==> src/rtl/tlnf_pkg.sv <==
package tlnf_pkg;

    // default width of the line number in decimal digits
    localparam int NUMBER_DIGITS_DEF = 6;

    // depth of the job queue between front and back
    localparam int JOBQ_DEPTH = 2;

    // configuration address width and register indexes
    localparam int CFG_ADDR_W = 5;
    localparam logic [2:0] REG_NUMBER_MODE      = 3'd0;
    localparam logic [2:0] REG_SQUEEZE_BLANK    = 3'd1;
    localparam logic [2:0] REG_SHOW_ENDS        = 3'd2;
    localparam logic [2:0] REG_SHOW_TABS        = 3'd3;
    localparam logic [2:0] REG_SHOW_NONPRINTING = 3'd4;

    // numbering modes
    localparam logic [1:0] NUM_OFF      = 2'd0;
    localparam logic [1:0] NUM_ALL      = 2'd1;
    localparam logic [1:0] NUM_NONBLANK = 2'd2;

    // character codes
    localparam logic [7:0] CH_TAB      = 8'h09;
    localparam logic [7:0] CH_LF       = 8'h0A;
    localparam logic [7:0] CH_CR       = 8'h0D;
    localparam logic [7:0] CH_SPACE    = 8'h20;
    localparam logic [7:0] CH_DOLLAR   = 8'h24;
    localparam logic [7:0] CH_DASH     = 8'h2D;
    localparam logic [7:0] CH_ZERO     = 8'h30;
    localparam logic [7:0] CH_QMARK    = 8'h3F;
    localparam logic [7:0] CH_I        = 8'h49;
    localparam logic [7:0] CH_M        = 8'h4D;
    localparam logic [7:0] CH_CARET    = 8'h5E;
    localparam logic [7:0] CH_DEL      = 8'h7F;
    localparam logic [7:0] CTRL_LIMIT  = 8'h20;
    localparam logic [7:0] CTRL_OFFSET = 8'h40;

    // configuration register set
    typedef struct packed {
        logic [1:0] number_mode;
        logic       squeeze_blank;
        logic       show_ends;
        logic       show_tabs;
        logic       show_nonprinting;
    } cfg_t;

    // one classified item: optional number, then one to four tail bytes
    typedef struct packed {
        logic            num;
        logic [1:0]      tail_last;
        logic [3:0][7:0] tail;
    } job_t;

endpackage

==> src/rtl/tlnf_jobq.sv <==
module tlnf_jobq #(
    parameter int WIDTH = 8,
    parameter int DEPTH = tlnf_pkg::JOBQ_DEPTH
) (
    input  logic             clk,
    input  logic             rst_n,
    input  logic             wr_en,
    input  logic [WIDTH-1:0] wr_data,
    output logic             full,
    input  logic             rd_en,
    output logic [WIDTH-1:0] rd_data,
    output logic             valid
);

    localparam int PTR_W = (DEPTH > 1) ? $clog2(DEPTH) : 1;
    localparam int CNT_W = $clog2(DEPTH + 1);

    logic [WIDTH-1:0] slot_reg [DEPTH];
    logic [PTR_W-1:0] wr_ptr_reg;
    logic [PTR_W-1:0] rd_ptr_reg;
    logic [CNT_W-1:0] count_reg;
    logic             do_wr;
    logic             do_rd;

    assign full    = (count_reg == CNT_W'(DEPTH));
    assign valid   = (count_reg != '0);
    assign do_wr   = wr_en && !full;
    assign do_rd   = rd_en && valid;
    assign rd_data = slot_reg[rd_ptr_reg];

    // storage
    always_ff @(posedge clk)
    begin
        if (do_wr)
        begin
            slot_reg[wr_ptr_reg] <= wr_data;
        end
    end

    // pointers and fill count
    always_ff @(posedge clk or negedge rst_n)
    begin
        if (!rst_n)
        begin
            wr_ptr_reg <= '0;
            rd_ptr_reg <= '0;
            count_reg  <= '0;
        end
        else
        begin
            if (do_wr)
            begin
                wr_ptr_reg <= (wr_ptr_reg == PTR_W'(DEPTH - 1)) ? '0 : wr_ptr_reg + 1'b1;
            end
            if (do_rd)
            begin
                rd_ptr_reg <= (rd_ptr_reg == PTR_W'(DEPTH - 1)) ? '0 : rd_ptr_reg + 1'b1;
            end
            if (do_wr && !do_rd)
            begin
                count_reg <= count_reg + 1'b1;
            end
            else if (do_rd && !do_wr)
            begin
                count_reg <= count_reg - 1'b1;
            end
        end
    end

    a_count_bound: assert property (@(posedge clk) disable iff (!rst_n)
        count_reg <= CNT_W'(DEPTH))
        else $error("job queue count out of range");

    a_ptr_gap: assert property (@(posedge clk) disable iff (!rst_n)
        (count_reg == '0) |-> (wr_ptr_reg == rd_ptr_reg))
        else $error("empty job queue with unequal pointers");

    a_wr_advance: assert property (@(posedge clk) disable iff (!rst_n)
        (do_wr && !do_rd) |=> (count_reg == $past(count_reg) + 1'b1))
        else $error("job queue count missed a write");

endmodule

==> src/rtl/tlnf_front.sv <==
module tlnf_front #(
    parameter int NUMBER_DIGITS = tlnf_pkg::NUMBER_DIGITS_DEF
) (
    input  logic                         clk,
    input  logic                         rst_n,
    input  tlnf_pkg::cfg_t               cfg,
    input  logic                         push,
    output logic                         full,
    input  logic [7:0]                   in_byte,
    input  logic                         first_of_file,
    input  logic                         q_full,
    output logic                         q_push,
    output tlnf_pkg::job_t               q_job,
    output logic [4*NUMBER_DIGITS-1:0]   q_count
);

    localparam int CW = 4 * NUMBER_DIGITS;

    logic [CW-1:0] count_reg;
    logic          als_reg;
    logic [1:0]    br_reg;

    logic          accept;
    logic          als_eff;
    logic [1:0]    br_eff;
    logic [1:0]    br_new;
    logic          squeezed;
    logic          num;
    logic          als_next;
    logic [CW-1:0] count_inc;
    logic          all_nines;
    logic          carry;
    logic [3:0]    dig;
    logic          hi;
    logic [7:0]    c7;
    logic          ctrl;
    logic          del;
    logic [7:0]    fin;
    logic          special;

    assign full    = q_full;
    assign accept  = push && !q_full;
    assign q_push  = accept && !squeezed;
    assign q_count = count_reg;

    // blank-run tracking and numbering decision
    always_comb
    begin
        als_eff  = first_of_file | als_reg;
        br_eff   = first_of_file ? 2'd0 : br_reg;
        br_new   = br_eff;
        squeezed = 1'b0;
        if (cfg.squeeze_blank)
        begin
            if (als_eff && in_byte == tlnf_pkg::CH_LF)
            begin
                br_new = (br_eff > 2'd1) ? 2'd2 : br_eff + 2'd1;
            end
            else
            begin
                br_new = 2'd0;
            end
            squeezed = (br_new > 2'd1);
        end
        num = als_eff && (cfg.number_mode == tlnf_pkg::NUM_ALL ||
              (cfg.number_mode == tlnf_pkg::NUM_NONBLANK && in_byte != tlnf_pkg::CH_LF));
        if (cfg.show_tabs && in_byte == tlnf_pkg::CH_TAB)
        begin
            als_next = 1'b0;
        end
        else
        begin
            als_next = (in_byte == tlnf_pkg::CH_LF);
        end
    end

    // saturating bcd increment
    always_comb
    begin
        all_nines = 1'b1;
        carry     = 1'b1;
        count_inc = count_reg;
        for (int i = 0; i < NUMBER_DIGITS; i++)
        begin
            dig = count_reg[4*i +: 4];
            if (dig != 4'd9)
            begin
                all_nines = 1'b0;
            end
            if (carry)
            begin
                if (dig >= 4'd9)
                begin
                    count_inc[4*i +: 4] = 4'd0;
                end
                else
                begin
                    count_inc[4*i +: 4] = dig + 4'd1;
                    carry = 1'b0;
                end
            end
        end
        if (all_nines)
        begin
            count_inc = count_reg;
        end
    end

    // tail bytes after the optional number
    always_comb
    begin
        hi      = in_byte[7];
        c7      = {1'b0, in_byte[6:0]};
        ctrl    = (c7 < tlnf_pkg::CTRL_LIMIT);
        del     = (c7 == tlnf_pkg::CH_DEL);
        fin     = ctrl ? c7 + tlnf_pkg::CTRL_OFFSET : (del ? tlnf_pkg::CH_QMARK : c7);
        special = cfg.show_nonprinting && in_byte != tlnf_pkg::CH_CR &&
                  in_byte != tlnf_pkg::CH_LF && in_byte != tlnf_pkg::CH_TAB;
        q_job.num       = num;
        q_job.tail      = '0;
        q_job.tail_last = 2'd0;
        if (cfg.show_tabs && in_byte == tlnf_pkg::CH_TAB)
        begin
            q_job.tail[0]   = tlnf_pkg::CH_CARET;
            q_job.tail[1]   = tlnf_pkg::CH_I;
            q_job.tail_last = 2'd1;
        end
        else if (cfg.show_ends && in_byte == tlnf_pkg::CH_LF)
        begin
            q_job.tail[0]   = tlnf_pkg::CH_DOLLAR;
            q_job.tail[1]   = tlnf_pkg::CH_LF;
            q_job.tail_last = 2'd1;
        end
        else if (special)
        begin
            case ({hi, ctrl || del})
                2'b11:
                begin
                    q_job.tail[0]   = tlnf_pkg::CH_M;
                    q_job.tail[1]   = tlnf_pkg::CH_DASH;
                    q_job.tail[2]   = tlnf_pkg::CH_CARET;
                    q_job.tail[3]   = fin;
                    q_job.tail_last = 2'd3;
                end
                2'b10:
                begin
                    q_job.tail[0]   = tlnf_pkg::CH_M;
                    q_job.tail[1]   = tlnf_pkg::CH_DASH;
                    q_job.tail[2]   = fin;
                    q_job.tail_last = 2'd2;
                end
                2'b01:
                begin
                    q_job.tail[0]   = tlnf_pkg::CH_CARET;
                    q_job.tail[1]   = fin;
                    q_job.tail_last = 2'd1;
                end
                default:
                begin
                    q_job.tail[0]   = fin;
                    q_job.tail_last = 2'd0;
                end
            endcase
        end
        else
        begin
            q_job.tail[0] = in_byte;
        end
    end

    // line state update on each accepted transfer
    always_ff @(posedge clk or negedge rst_n)
    begin
        if (!rst_n)
        begin
            count_reg <= CW'(1);
            als_reg   <= 1'b1;
            br_reg    <= 2'd0;
        end
        else if (accept)
        begin
            br_reg <= br_new;
            if (squeezed)
            begin
                als_reg <= als_eff;
            end
            else
            begin
                als_reg <= als_next;
                if (num)
                begin
                    count_reg <= count_inc;
                end
            end
        end
    end

endmodule

==> src/rtl/tlnf_back.sv <==
module tlnf_back #(
    parameter int NUMBER_DIGITS = tlnf_pkg::NUMBER_DIGITS_DEF
) (
    input  logic                         clk,
    input  logic                         rst_n,
    input  logic                         q_valid,
    input  tlnf_pkg::job_t               q_job,
    input  logic [4*NUMBER_DIGITS-1:0]   q_count,
    output logic                         q_pop,
    output logic [7:0]                   out_byte,
    output logic                         last_of_run,
    output logic                         empty,
    input  logic                         pop
);

    localparam int IDX_W = $clog2(NUMBER_DIGITS + 1);

    logic [IDX_W-1:0] idx_reg;
    logic             num_done_reg;
    logic [1:0]       tail_idx_reg;
    logic             out_valid_reg;
    logic [7:0]       out_byte_reg;
    logic             out_last_reg;

    logic             adv;
    logic             num_phase;
    logic [7:0]       byte_c;
    logic             last_c;
    logic             zero_acc;
    logic [3:0]       dig;
    logic [3:0]       dig_sel;
    logic             lead_sel;

    assign empty       = !out_valid_reg;
    assign out_byte    = out_byte_reg;
    assign last_of_run = out_last_reg;
    assign adv         = q_valid && (!out_valid_reg || pop);
    assign num_phase   = q_job.num && !num_done_reg;
    assign q_pop       = adv && !num_phase && last_c;

    // digit under the cursor and its leading-zero blanking
    always_comb
    begin
        zero_acc = 1'b1;
        dig_sel  = 4'd0;
        lead_sel = 1'b0;
        for (int i = NUMBER_DIGITS - 1; i >= 0; i--)
        begin
            dig = q_count[4*i +: 4];
            if (dig > 4'd9)
            begin
                dig = 4'd9;
            end
            zero_acc = zero_acc && (dig == 4'd0);
            if (idx_reg == IDX_W'(NUMBER_DIGITS - 1 - i))
            begin
                dig_sel  = dig;
                lead_sel = zero_acc && (i != 0);
            end
        end
    end

    // next output byte
    always_comb
    begin
        if (num_phase)
        begin
            last_c = 1'b0;
            if (idx_reg == IDX_W'(NUMBER_DIGITS))
            begin
                byte_c = tlnf_pkg::CH_TAB;
            end
            else if (lead_sel)
            begin
                byte_c = tlnf_pkg::CH_SPACE;
            end
            else
            begin
                byte_c = tlnf_pkg::CH_ZERO + {4'd0, dig_sel};
            end
        end
        else
        begin
            byte_c = q_job.tail[tail_idx_reg];
            last_c = (tail_idx_reg == q_job.tail_last);
        end
    end

    // sequencer over number and tail bytes
    always_ff @(posedge clk or negedge rst_n)
    begin
        if (!rst_n)
        begin
            idx_reg       <= '0;
            num_done_reg  <= 1'b0;
            tail_idx_reg  <= 2'd0;
            out_valid_reg <= 1'b0;
        end
        else
        begin
            if (adv)
            begin
                out_valid_reg <= 1'b1;
                if (num_phase)
                begin
                    if (idx_reg == IDX_W'(NUMBER_DIGITS))
                    begin
                        idx_reg      <= '0;
                        num_done_reg <= 1'b1;
                    end
                    else
                    begin
                        idx_reg <= idx_reg + 1'b1;
                    end
                end
                else if (last_c)
                begin
                    num_done_reg <= 1'b0;
                    tail_idx_reg <= 2'd0;
                end
                else
                begin
                    tail_idx_reg <= tail_idx_reg + 2'd1;
                end
            end
            else if (pop)
            begin
                out_valid_reg <= 1'b0;
            end
        end
    end

    // output register payload
    always_ff @(posedge clk)
    begin
        if (adv)
        begin
            out_byte_reg <= byte_c;
            out_last_reg <= last_c;
        end
    end

    a_num_done_job: assert property (@(posedge clk) disable iff (!rst_n)
        num_done_reg |-> (q_valid && q_job.num))
        else $error("number marked done without a numbered job");

    a_idx_bound: assert property (@(posedge clk) disable iff (!rst_n)
        idx_reg <= IDX_W'(NUMBER_DIGITS))
        else $error("digit cursor out of range");

    a_tail_bound: assert property (@(posedge clk) disable iff (!rst_n)
        (tail_idx_reg != 2'd0) |-> (q_valid && tail_idx_reg <= q_job.tail_last))
        else $error("tail cursor beyond job");

endmodule

==> src/rtl/text_line_number_and_visible_filter_core.sv <==
// Line numbering and visible-character text filter.
// Input channel: one text byte per transfer on in_byte, with first_of_file
// marking the first byte of a new file (line-start and blank-run state reset,
// line count kept). A transfer happens when push is high and full is low.
// Result channel: each input byte yields one to 11 output bytes on out_byte,
// with last_of_run set on the final one; none for a squeezed empty line. The
// oldest result is shown while empty is low and taken when pop is high.
// Configuration: APB-style registers at byte addresses 0, 4, 8, 12, 16 for
// number_mode, squeeze_blank, show_ends, show_tabs, show_nonprinting; write
// only while the block is idle. pready is tied high.
// Flow: an item's results pass the job queue, then the output register.
// The front classifies one item per cycle while the job queue has room;
// the back emits one output byte per cycle while a job waits and the
// output is empty or popped. A two-entry job queue separates them.
// Reset: registers read zero, line count is one, the block starts at the
// start of a line. When pop stays low the output byte holds, the job queue
// fills and full rises; nothing is lost.
module text_line_number_and_visible_filter_core #(
    parameter int NUMBER_DIGITS = tlnf_pkg::NUMBER_DIGITS_DEF
) (
    input  logic                            clk,
    input  logic                            rst_n,
    input  logic                            psel,
    input  logic                            penable,
    input  logic                            pwrite,
    input  logic [tlnf_pkg::CFG_ADDR_W-1:0] paddr,
    input  logic [31:0]                     pwdata,
    output logic [31:0]                     prdata,
    output logic                            pready,
    input  logic                            push,
    output logic                            full,
    input  logic [7:0]                      in_byte,
    input  logic                            first_of_file,
    output logic                            empty,
    input  logic                            pop,
    output logic [7:0]                      out_byte,
    output logic                            last_of_run
);

    localparam int CW    = 4 * NUMBER_DIGITS;
    localparam int JOB_W = $bits(tlnf_pkg::job_t);
    localparam int Q_W   = JOB_W + CW;

    tlnf_pkg::cfg_t   cfg_reg;
    logic             cfg_wr;
    logic [2:0]       reg_idx;

    logic             jq_full;
    logic             jq_push;
    tlnf_pkg::job_t   f_job;
    logic [CW-1:0]    f_count;
    logic [Q_W-1:0]   jq_rd;
    logic             jq_valid;
    logic             jq_pop;
    tlnf_pkg::job_t   b_job;
    logic [CW-1:0]    b_count;

    assign pready  = 1'b1;
    assign reg_idx = paddr[tlnf_pkg::CFG_ADDR_W-1:2];
    assign cfg_wr  = psel && penable && pwrite && pready;

    // configuration registers
    always_ff @(posedge clk or negedge rst_n)
    begin
        if (!rst_n)
        begin
            cfg_reg <= '0;
        end
        else if (cfg_wr)
        begin
            case (reg_idx)
                tlnf_pkg::REG_NUMBER_MODE:      cfg_reg.number_mode      <= pwdata[1:0];
                tlnf_pkg::REG_SQUEEZE_BLANK:    cfg_reg.squeeze_blank    <= pwdata[0];
                tlnf_pkg::REG_SHOW_ENDS:        cfg_reg.show_ends        <= pwdata[0];
                tlnf_pkg::REG_SHOW_TABS:        cfg_reg.show_tabs        <= pwdata[0];
                tlnf_pkg::REG_SHOW_NONPRINTING: cfg_reg.show_nonprinting <= pwdata[0];
                default:                        cfg_reg <= cfg_reg;
            endcase
        end
    end

    // register readback
    always_comb
    begin
        case (reg_idx)
            tlnf_pkg::REG_NUMBER_MODE:      prdata = {30'd0, cfg_reg.number_mode};
            tlnf_pkg::REG_SQUEEZE_BLANK:    prdata = {31'd0, cfg_reg.squeeze_blank};
            tlnf_pkg::REG_SHOW_ENDS:        prdata = {31'd0, cfg_reg.show_ends};
            tlnf_pkg::REG_SHOW_TABS:        prdata = {31'd0, cfg_reg.show_tabs};
            tlnf_pkg::REG_SHOW_NONPRINTING: prdata = {31'd0, cfg_reg.show_nonprinting};
            default:                        prdata = 32'd0;
        endcase
    end

    // front: accept and classify
    tlnf_front #(
        .NUMBER_DIGITS (NUMBER_DIGITS)
    ) u_front (
        .clk           (clk),
        .rst_n         (rst_n),
        .cfg           (cfg_reg),
        .push          (push),
        .full          (full),
        .in_byte       (in_byte),
        .first_of_file (first_of_file),
        .q_full        (jq_full),
        .q_push        (jq_push),
        .q_job         (f_job),
        .q_count       (f_count)
    );

    // job queue
    tlnf_jobq #(
        .WIDTH (Q_W),
        .DEPTH (tlnf_pkg::JOBQ_DEPTH)
    ) u_jobq (
        .clk     (clk),
        .rst_n   (rst_n),
        .wr_en   (jq_push),
        .wr_data ({f_job, f_count}),
        .full    (jq_full),
        .rd_en   (jq_pop),
        .rd_data (jq_rd),
        .valid   (jq_valid)
    );

    assign b_job   = jq_rd[Q_W-1:CW];
    assign b_count = jq_rd[CW-1:0];

    // back: emit output bytes
    tlnf_back #(
        .NUMBER_DIGITS (NUMBER_DIGITS)
    ) u_back (
        .clk         (clk),
        .rst_n       (rst_n),
        .q_valid     (jq_valid),
        .q_job       (b_job),
        .q_count     (b_count),
        .q_pop       (jq_pop),
        .out_byte    (out_byte),
        .last_of_run (last_of_run),
        .empty       (empty),
        .pop         (pop)
    );

endmodule

==> config.mk <==
export PLATFORM = sky130hd
export DESIGN_NAME = text_line_number_and_visible_filter_core
export DESIGN_NICKNAME = d
export VERILOG_FILES = /design/src/rtl/tlnf_pkg.sv /design/src/rtl/tlnf_jobq.sv /design/src/rtl/tlnf_front.sv /design/src/rtl/tlnf_back.sv /design/src/rtl/text_line_number_and_visible_filter_core.sv
export SDC_FILE = /design/constraint.sdc
export NUM_CORES = 1
export LEC_CHECK = 0
export BUFFER_PORTS_ARGS = -buffer_cell sky130_fd_sc_hd__buf_2
export CAP_MARGIN = 5
export CORE_MARGIN = 3
export CORE_UTILIZATION = 30
export CTS_CLUSTER_SIZE = 14
export DETAILED_ROUTE_END_ITERATION = 8
export HOLD_SLACK_MARGIN = 0.05
export RECOVER_POWER = 25
export SETUP_SLACK_MARGIN = 0.02
export SYNTH_ARGS = -nofsm -noshare
export SYNTH_HDL_FRONTEND = slang
export SYNTH_SLANG_ARGS = --single-unit
==> constraint.sdc <==
create_clock -name clk -period 6.5 [get_ports clk]
set_input_delay 1.625 -clock clk [delete_from_list [all_inputs] [get_ports clk]]
set_output_delay 1.625 -clock clk [all_outputs]
set_load 0.005 [all_outputs]
==> key figures <==
Clocking
  • Hold buffers post-CTS: 0
  • Clock Tree Root: clkbuf_16
  • Clock tree buffer depth: 2
  • Post-CTS setup buffer count: 0
  • CTS resizes: 0
  • Clock sink total: 171
  • Worst-path clk slew: 0.07 ns
  • Worst-Skew Late Latency: 0.43 ns
  • CTS tree: done
  • CTS Buf Count: 17
  • H-tree levels: 4

Yosys
  • Avg Inst Size Synth: 12.6 sq um
  • Post-synth top flop: edfxtp_1
  • Yosys cell types: 78
  • Cells after Synth: 663
  • Largest cells by area after synthesis: edfxtp_1, dfrtp_1, mux4_2
  • Area share of the largest cell type after synthesis: 45.7%
  • Mapped Area: 8350 sq um
  • Post-synth EDFFs: 127
  • Post-synth top area cell: edfxtp_1
  • Seq/Total Area, Yosys: 58.9%
  • Ys Warns: 0
  • Asr flop ratio synth: 25.7%
  • Yosys reg bits: 171

Timing
  • Setup TNS: 0 ns
  • Count of final setup violators: 0
  • Hold slack: 0.492 ns
  • Fin. Hold Viols: 0
  • Rel. slew slack: -69.8%
  • Fin. max-slew vios: 45
  • Fmax achieved: 238 MHz
  • Final cycle utilization of the critical path: 64.6%
  • Least-Margin Pin Slew: 2.55 ns
  • RSZ-0062 raised after global routing: no
  • Crit path time final: 4.20 ns
  • Setup Skew: 0.0105 ns

Drt
  • Detailed-route DRC error count: 0
  • Mean number of vias per cell: 4.83
  • Via count: 5262
  • Starting DRT DRC Count: 349
  • Post-DRT Antenna Nets: 0
  • Detailed Routing Iterations Pass 1: 4
  • WL per Instance: 15.9 um
  • DRT Wirelength: 17.4 mm

Global routing
  • Total grt overflow: 0
  • Vias in the first global route: 5121
  • Largest net degree at the start of global routing: 58
  • Initial antenna violation count: 0
  • GRT Overall Usage: 11.8%
  • First-pass GRT wire length: 28.2 mm

Setup path
  • Slowest stage cell, crit path: mux2_2
  • R2R setup slack: 3.50 ns
  • Crit path DAT: 2.57 ns
  • Worst EP required: 4.88 ns
  • Reg-to-reg endpoint: u_jobq.slot_reg[1][13]$_DFFE_PP_
  • Crit Path Class: input port to primary output
  • Worst-path fanout max: 8
  • Startpoint types: input port
  • CP most frequent cell: buf_2
  • CP Capture Type: primary output
  • Worst r2r src: u_jobq.count_reg[0]$_DFFE_PN0P_
  • Slowest stage delay, CP: 0.35 ns
  • Cells on worst reg2reg path: 6
  • CP cell instances: buf_2 > mux2_2 > a22oi_1 > o22ai_1 > buf_2

Cells and area
  • Number of diodes: 0
  • Layout cell share with drive strength beyond 1: 17.3%
  • Fill count: 2668
  • Final net count: 777
  • Max FFs per register: 118
  • Area growth from synthesis to layout: 12.8%

Placement
  • Placer congestion estimate: 0.807
  • Port buffer count: 33
  • Final HPWL DP: 12.0 mm

Run status
  • Violated checks: capacitance limit, slew limit
  • Status: finished, violations left

Floorplan
  • Die X: 173 um
  • Row cnt: 60
  • Starting Density: 30.7%
  • Ports: 97
  • Die area: 29900 sq um
  • Vert. Die Dim: 173 um
  • Core area: 27200 sq um

Hold path
  • Worst Hold Depth: 2
  • Hold crit path type: register to register
  • Hold_sp: u_front.als_reg$_DFFE_PN1P_
  • WHS Endpoint: u_front.als_reg$_DFFE_PN1P_

Power and ir drop
  • Worst vdd ir: 0.223 mV
  • Power Dens Cells: 395 nW/um^2
  • Pleak: 3.50 nW

Job
  • Max_cap viols: 1
## cell usage after synthesis (all sizes together) (8+ instances only)
cell / instances
inv: 27
nand2b: 8
mux4: 16
nor2: 56
nor3: 23
ha: 20
dfrtp: 42
nor2b: 10
mux2i: 21
nand3: 16
a21oi: 16
nand2: 42
nor4: 12
mux2: 16
edfxtp: 127
o21ai: 49
buf: 43
## power breakdown
part	internal, mW	total [mW]	switching (mW)
clock network	0.580	1.03	0.450
logic	0.424	1.01	0.583
registers	1.50	1.68	0.178
total	2.51	3.72	1.21
## stage by stage
stage	instances	total power, mW	instance area (sq um)	setup WS [ns]	util, %
final	1089	3.72	9420	2.30	34.7
after global routing	1089	3.94	9420	2.21	34.7
after CTS	1089	3.76	9420	2.29	34.7
after detailed placement	1057	2.73	8810	2.20	32.4
after global placement	1057	2.71	8810	2.21	32.4
after floorplan	698	2.43	8480	1.38	-
## placed cells by master, fill, tap and decap left out, types with 5 or more instances in the layout
cell and n:
a21oi_1 16, a32o_1 5, and3_1 6, buf_2 33
clkbuf_16 17, conb_1 37, dfrtp_1 41, edfxtp_1 127
ha_1 20, inv_1 25, mux2_2 16, mux2i_1 21
mux4_2 16, nand2_1 42, nand2b_1 8, nand3_1 15
nand4_1 6, nor2_1 53, nor2b_1 10, nor3_1 21
nor4_1 11, nor4b_1 5, o21ai_0 45, xnor2_1 5
## cells by family (layout without fill, tap and decap cells)
logic type | after synthesis | count (layout) | synth area share [%]
other | 2 | 37 | 0.0899
multiplexers | 53 | 53 | 8.99
adder cells (fa/ha/maj) | 20 | 20 | 3.00
XOR/XNOR | 7 | 7 | 0.734
AND/OR/NAND/NOR | 219 | 219 | 14.3
buffers and inverters | 78 | 97 | 5.29
AO/OA/AOI/OAI | 113 | 113 | 8.71
flip-flops | 171 | 171 | 58.9
## final cells by class
cell class	count	area [sq um]	share of cell area, %
clock inverter	15	184	1.95
inverter	28	105	1.12
tap	372	465	4.94
sequential	171	4920	52.2
timing repair buffer	37	191	2.03
multi-input combinational	449	3130	33.2
clock buffer	17	425	4.52
## critical path, delay by kind of cell
family	cells	cell delay, ns
mux	1	0.35
compound gates	2	0.31
buf+inv	2	0.29
## worst max-delay path by stage
stage | from | to | slack (ns) | depth (start not counted)
after floorplan | in_byte[3] | u_jobq.slot_reg[0][0]$_DFFE_PP_ | 1.38 | 4
after global placement | in_byte[7] | u_jobq.slot_reg[1][15]$_DFFE_PP_ | 2.21 | 7
after detailed placement | in_byte[7] | u_jobq.slot_reg[1][15]$_DFFE_PP_ | 2.20 | 7
after CTS | paddr[3] | prdata[0] | 2.29 | 5
after global routing | rst_n | u_jobq.rd_ptr_reg$_DFFE_PN0P_ | 2.21 | 2
final | paddr[3] | prdata[0] | 2.30 | 5
## routing by layer
layer  routed length [um]  global-route usage [%]  vias up
met3                  751                    2.72       19
li1                     -                       -     2509
met5                    0                       0        -
met1                 8460                    16.9     2624
met4                  240                    3.41        0
met2                 7900                    17.8      110
Note: power is estimated with default switching activity, not from simulation.
